===== config.mk =====
export PLATFORM = sky130hd
export DESIGN_NAME = tmr_div
export DESIGN_NICKNAME = d
export VERILOG_FILES = /design/src/assert_macros.svh /design/src/tmr_pkg.sv /design/src/tmr_div.sv
export SDC_FILE = /design/constraint.sdc
export NUM_CORES = 2
export LEC_CHECK = 0
export BUFFER_PORTS_ARGS = -buffer_cell sky130_fd_sc_hd__buf_2
export CORE_MARGIN = 5
export CORE_UTILIZATION = 50
export DETAILED_ROUTE_END_ITERATION = 8
export HOLD_SLACK_MARGIN = 0.02
export PLACE_DENSITY = 0.67
export SKIP_CTS_REPAIR_TIMING = 1
export SLEW_MARGIN = 20
export SYNTH_ARGS = -nofsm -noshare
export SYNTH_HDL_FRONTEND = slang
export SYNTH_SLANG_ARGS = --single-unit

===== constraint.sdc =====
create_clock -name clk_i -period 9.7 [get_ports clk_i]
set_clock_uncertainty 0.1 [all_clocks]
set_input_delay 1.94 -clock clk_i [delete_from_list [all_inputs] [get_ports clk_i]]
set_output_delay 1.94 -clock clk_i [all_outputs]
set_load 0.02 [all_outputs]

===== src/assert_macros.svh =====
// assertion macros used by the rate meter top level
`ifndef ASSERT_MACROS_SVH
`define ASSERT_MACROS_SVH

// checked only while out of reset
`define ASSERT_RST(lbl, prop) \
  lbl: assert property (@(posedge clk_i) disable iff (!rst_ni) (prop)) \
    else $error("assertion failed");

// checked at every rising clock edge
`define ASSERT_ALWAYS(lbl, prop) \
  lbl: assert property (@(posedge clk_i) (prop)) \
    else $error("assertion failed");

`endif


===== src/tmr_pkg.sv =====
// types and constants of the transfer rate meter
`timescale 1ns / 1ps
package tmr_pkg;

  localparam int unsigned HistoryDepthDef = 16;
  localparam int unsigned TimeW  = 40;
  localparam int unsigned BytesW = 48;
  localparam int unsigned PctW   = 17;
  localparam int unsigned SumW   = 64;
  localparam int unsigned CountW = 32;
  localparam int unsigned NumW   = 50;
  localparam int unsigned KW     = 20;

  localparam logic [KW-1:0]     UsecPerSec = 20'd1000000;
  localparam logic [KW-1:0]     PctScale   = 20'd100;
  localparam logic [PctW-1:0]   PctCap     = 17'd100000;
  localparam logic [PctW:0]     RampTop    = 18'd199;
  localparam logic [PctW:0]     RampStep   = 18'd2;
  localparam logic [BytesW-1:0] Max48      = {BytesW{1'b1}};
  localparam logic [SumW-1:0]   Max64      = {SumW{1'b1}};
  localparam logic [CountW-1:0] MaxCount   = {CountW{1'b1}};

  typedef enum logic [2:0] {
    CFG_MIN_INTERVAL  = 3'd0,
    CFG_HIST_INTERVAL = 3'd1,
    CFG_COUNT_BITS    = 3'd2,
    CFG_EXPECTED      = 3'd3,
    CFG_START_OFFSET  = 3'd4,
    CFG_HIST_LEN      = 3'd5
  } cfg_idx_e;

  typedef enum logic {
    DIV_RATE = 1'b0,
    DIV_PCT  = 1'b1
  } div_mode_e;

  typedef struct packed {
    logic              start;
    div_mode_e         mode;
    logic [NumW-1:0]   num;
    logic [BytesW-1:0] den;
  } div_req_t;

  typedef struct packed {
    logic              busy;
    logic              done;
    logic [BytesW-1:0] quot;
  } div_rsp_t;

  typedef struct packed {
    logic rd;
    logic wr;
  } ring_ctl_t;

endpackage


===== src/tmr_div.sv =====
// scaled iterative divider: floor(num * k / den), saturated to 48 bits
`timescale 1ns / 1ps
module tmr_div import tmr_pkg::*; (
  input  logic     clk_i,
  input  logic     rst_ni,
  input  div_req_t req_i,
  output div_rsp_t rsp_o
);

  localparam int unsigned PW = 45;
  localparam int unsigned WW = 70;

  typedef enum logic [2:0] {D_IDLE, D_MLO, D_MHI, D_SUM, D_RUN} dstate_e;

  dstate_e           state_q;
  logic [NumW-1:0]   a_q;
  logic [KW-1:0]     k_q;
  logic [BytesW-1:0] d_q;
  logic [PW-1:0]     plo_q, phi_q;
  logic [WW-1:0]     num_q, quo_q;
  logic [BytesW:0]   rem_q;
  logic [6:0]        cnt_q;
  logic              done_q;
  logic [BytesW+1:0] trial;
  logic              fits;

  assign trial = {rem_q, num_q[WW-1]};
  assign fits  = trial >= {2'b00, d_q};

  always_ff @(posedge clk_i or negedge rst_ni) begin
    if (!rst_ni) begin
      state_q <= D_IDLE;
      done_q  <= 1'b0;
      a_q     <= '0;
      k_q     <= '0;
      d_q     <= '0;
      plo_q   <= '0;
      phi_q   <= '0;
      num_q   <= '0;
      quo_q   <= '0;
      rem_q   <= '0;
      cnt_q   <= '0;
    end else begin
      done_q <= (state_q == D_RUN) && (cnt_q == 7'd0);
      case (state_q)
        D_IDLE: begin
          if (req_i.start) begin
            a_q     <= req_i.num;
            k_q     <= (req_i.mode == DIV_PCT) ? PctScale : UsecPerSec;
            d_q     <= req_i.den;
            state_q <= D_MLO;
          end
        end
        D_MLO: begin
          plo_q   <= PW'(a_q[24:0] * k_q);
          state_q <= D_MHI;
        end
        D_MHI: begin
          phi_q   <= PW'(a_q[NumW-1:25] * k_q);
          state_q <= D_SUM;
        end
        D_SUM: begin
          num_q   <= {phi_q, 25'd0} + WW'(plo_q);
          rem_q   <= '0;
          quo_q   <= '0;
          cnt_q   <= 7'(WW - 1);
          state_q <= D_RUN;
        end
        D_RUN: begin
          rem_q <= fits ? (BytesW+1)'(trial - {2'b00, d_q}) : trial[BytesW:0];
          quo_q <= {quo_q[WW-2:0], fits};
          num_q <= {num_q[WW-2:0], 1'b0};
          cnt_q <= cnt_q - 7'd1;
          if (cnt_q == 7'd0) begin
            state_q <= D_IDLE;
          end
        end
        default: state_q <= D_IDLE;
      endcase
    end
  end

  assign rsp_o.busy = (state_q != D_IDLE);
  assign rsp_o.done = done_q;
  assign rsp_o.quot = ((d_q == '0) || (|quo_q[WW-1:BytesW])) ? Max48 : quo_q[BytesW-1:0];

endmodule


==> results_dict.tcl <==
set metrics [dict create \
    clkSinkCount 385 \
    clockBufferDepth 3 \
    place_hpwl_mm 64.1 \
    status "finished, final reports clean" \
    htree_num_levels 2 \
    dieArea_um2 79200 \
    n_fill_cell 6509 \
    rsz0062_at_grt "no" \
    die_x_um 281 \
    use_met2 0.334 \
    drc_errors 0 \
    worst_pin_slew_ns 1.02 \
    cts_tree "built" \
    yosysUniqueCellTypes 80 \
    drive_gt1_frac 0.0920 \
    worstHoldStart "num_q[22]" \
    holdPathStages 2 \
    drt_iter0_markers 1249 \
    min_to "num_q[22]" \
    r2r_cells 23 \
    cts.clk_slew.worst_paths_ns 0.06 \
    fmax_mhz 133 \
    fin_setup_tns_ns 0 \
    cp.arrival_ns 7.84 \
    clk_latency_ns 0.58 \
    hold_viol_final 0 \
    via_per_inst 5.44 \
    timing.final.crit_period_ns 7.51 \
    grt_pass1_vias 26541 \
    wl_per_cell_um 17.0 \
    area.growth.synth_to_final_pct 8.40 \
    grt_use_met1 0.302 \
    cts_buffers 46 \
    ant_nets 0 \
    antenna_found_initial 1 \
    maxCapViolCount 0 \
    r2r_end "plo_q[41]" \
    die_h_um 281 \
    synth_fp_nets 4706 \
    mostFrequentLayoutCells "ha_1 (599), dfrtp_1 (384), inv_1 (378)" \
    track_usage 0.208 \
    grt_max_degree 137 \
    vias 25986 \
    worstSetupPathType "reg2reg" \
    yosys_warnings 0 \
    finalCritPeriodShare 0.774 \
    synth.ff_latch_count 385 \
    regArea_um2 9640 \
    finalWirelength_mm 81.1 \
    core_um2 73000 \
    slew_headroom 0.318 \
    cp-startpoint "k_q[18]" \
    avgSynthCellArea_um2 9.86 \
    critPathRequiredTime_ns 10.03 \
    final_max_slew_viol_count 0 \
    gr-total-overflow 0 \
    num_rows 99 \
    firstDrtPassIters 5 \
    synthesis.area_um2 36800 \
    cp-end-kind "flip-flop" \
    initial_core_util 0.505 \
    reg2reg_from "k_q[18]" \
    layout_commonest_cell "ha_1" \
    rrSetupSlack_ns 2.19 \
    report.final.setup_viol 0 \
    ys.flop_type "dfrtp_1" \
    nNetsFinal 4754 \
    hold_path_class "reg2reg" \
    netlist_instances 3733 \
    start_kind "flip-flop" \
    gp_congestion 0.923 \
    ios 152 \
    grt_pass1_wl_mm 137 \
    yosysSeqAreaShare 0.262 \
    clockRootBuffer "clkbuf_16" \
    multi_input_area_um2 25100 \
    busiest_layer "met2" \
    io_buffers 151 \
    async_reset_ff_frac 1.00 \
    grtUsageMet3 0.0296 \
    synth-edff-count 0 \
    critical_path.max_fanout 51 \
]
-- final cells by class --
class | count | area share
Clock inverter | 23 | 0.00803
Clock buffer | 61 | 0.0325
Tap cell | 959 | 0.0301
Multi-Input combinational cell | 2800 | 0.629
Timing Repair Buffer | 170 | 0.0231
Sequential cell | 385 | 0.241
Antenna cell | 1 | 0.0000627
Inverter | 378 | 0.0356
-- sequential cells by signal (all words and copies together), names as in the netlist --
| signal | flops |
|---|---|
| done_q | 1 |
| k_q | 3 |
| state_q | 3 |
| rem_q | 49 |
| cnt_q | 7 |
| plo_q | 43 |
| quo_q | 70 |
| d_q | 48 |
| phi_q | 43 |
| num_q | 68 |
| a_q | 50 |
-- metrics by stage --
stage	area [µm²]	instances	hold WS, ns	worst slack [ns]	util
after floorplan	36800	3733	0.346	2.95	-
after global placement	38300	4692	0.359	2.31	0.525
after detailed placement	38300	4692	0.365	2.22	0.525
after CTS	39900	4776	0.378	2.20	0.547
after global routing	39900	4776	0.394	1.67	0.547
final	39900	4777	0.377	2.19	0.547
-- cells in the mapped netlist (19+ instances only) --
cell        n  area share
nand4_1    33      0.0056
nand2_1   311       0.032
xnor2_1    86       0.020
nor4_1     20      0.0034
fa_1      272        0.15
nand2b_1   63       0.011
dfrtp_1   385        0.26
and3_1     36      0.0061
nor3_1     19      0.0026
ha_1      599        0.20
a21oi_1   153       0.021
a22o_1     72       0.017
nor2_1     83      0.0085
o21ai_0   172       0.023
o21bai_1   31      0.0063
clkbuf_1  146       0.015
mux2_2     71       0.022
inv_1     378       0.039
nand3_1    43      0.0058
a22oi_1    73       0.015
o21ai_1    92       0.013
xor2_1    106       0.025
a21o_1    102       0.021
and2_1    180       0.031
-- worst max path at each step --
stage,endpoint,cells past startpoint
floorplan,phi_q[41],24
global placement,plo_q[41],23
detailed placement,plo_q[41],23
CTS,plo_q[41],23
global route,plo_q[41],23
finish,plo_q[41],23
-- critical path: stages (launching register included) --
cell and delay, ns:
dfrtp_2 0.82, buf_4 0.44, nand2_1 0.22, inv_1 0.23, ha_1 0.29, fa_1 0.48
fa_1 0.54, inv_1 0.05, fa_1 0.50, fa_1 0.54, inv_1 0.05, fa_1 0.47
ha_1 0.30, ha_1 0.37, and3_1 0.19, o21ai_0 0.08, o22ai_1 0.10, a21oi_1 0.28
o211ai_1 0.20, a31oi_1 0.41, nor3_1 0.12, a221o_1 0.33, xnor2_1 0.15, o21ai_1 0.07
-- kinds of logic (layout without fill, tap and decap cells) --
logic type,count (synthesis),after routing,share of synthesized area
buffers and inverters,548,632,0.0568
XOR/XNOR,192,192,0.0457
multiplexers,80,80,0.0242
flip-flops,385,385,0.262
adder cells (fa/ha/maj),872,872,0.352
other,0,1,0
AO/OA/AOI/OAI,813,813,0.144
AND/OR/NAND/NOR,843,843,0.116
-- per-layer routing --
layer | wire length (µm) | share of wire | up-vias
li1 | - | - | 12918
met1 | 38700 | 0.48 | 12494
met2 | 36400 | 0.45 | 460
met3 | 3820 | 0.047 | 114
met4 | 2170 | 0.027 | 0
met5 | 0 | 0 | -
Power is not shown: default switching activity piles up to over one toggle a cycle in this logic, so the estimate is an artifact.
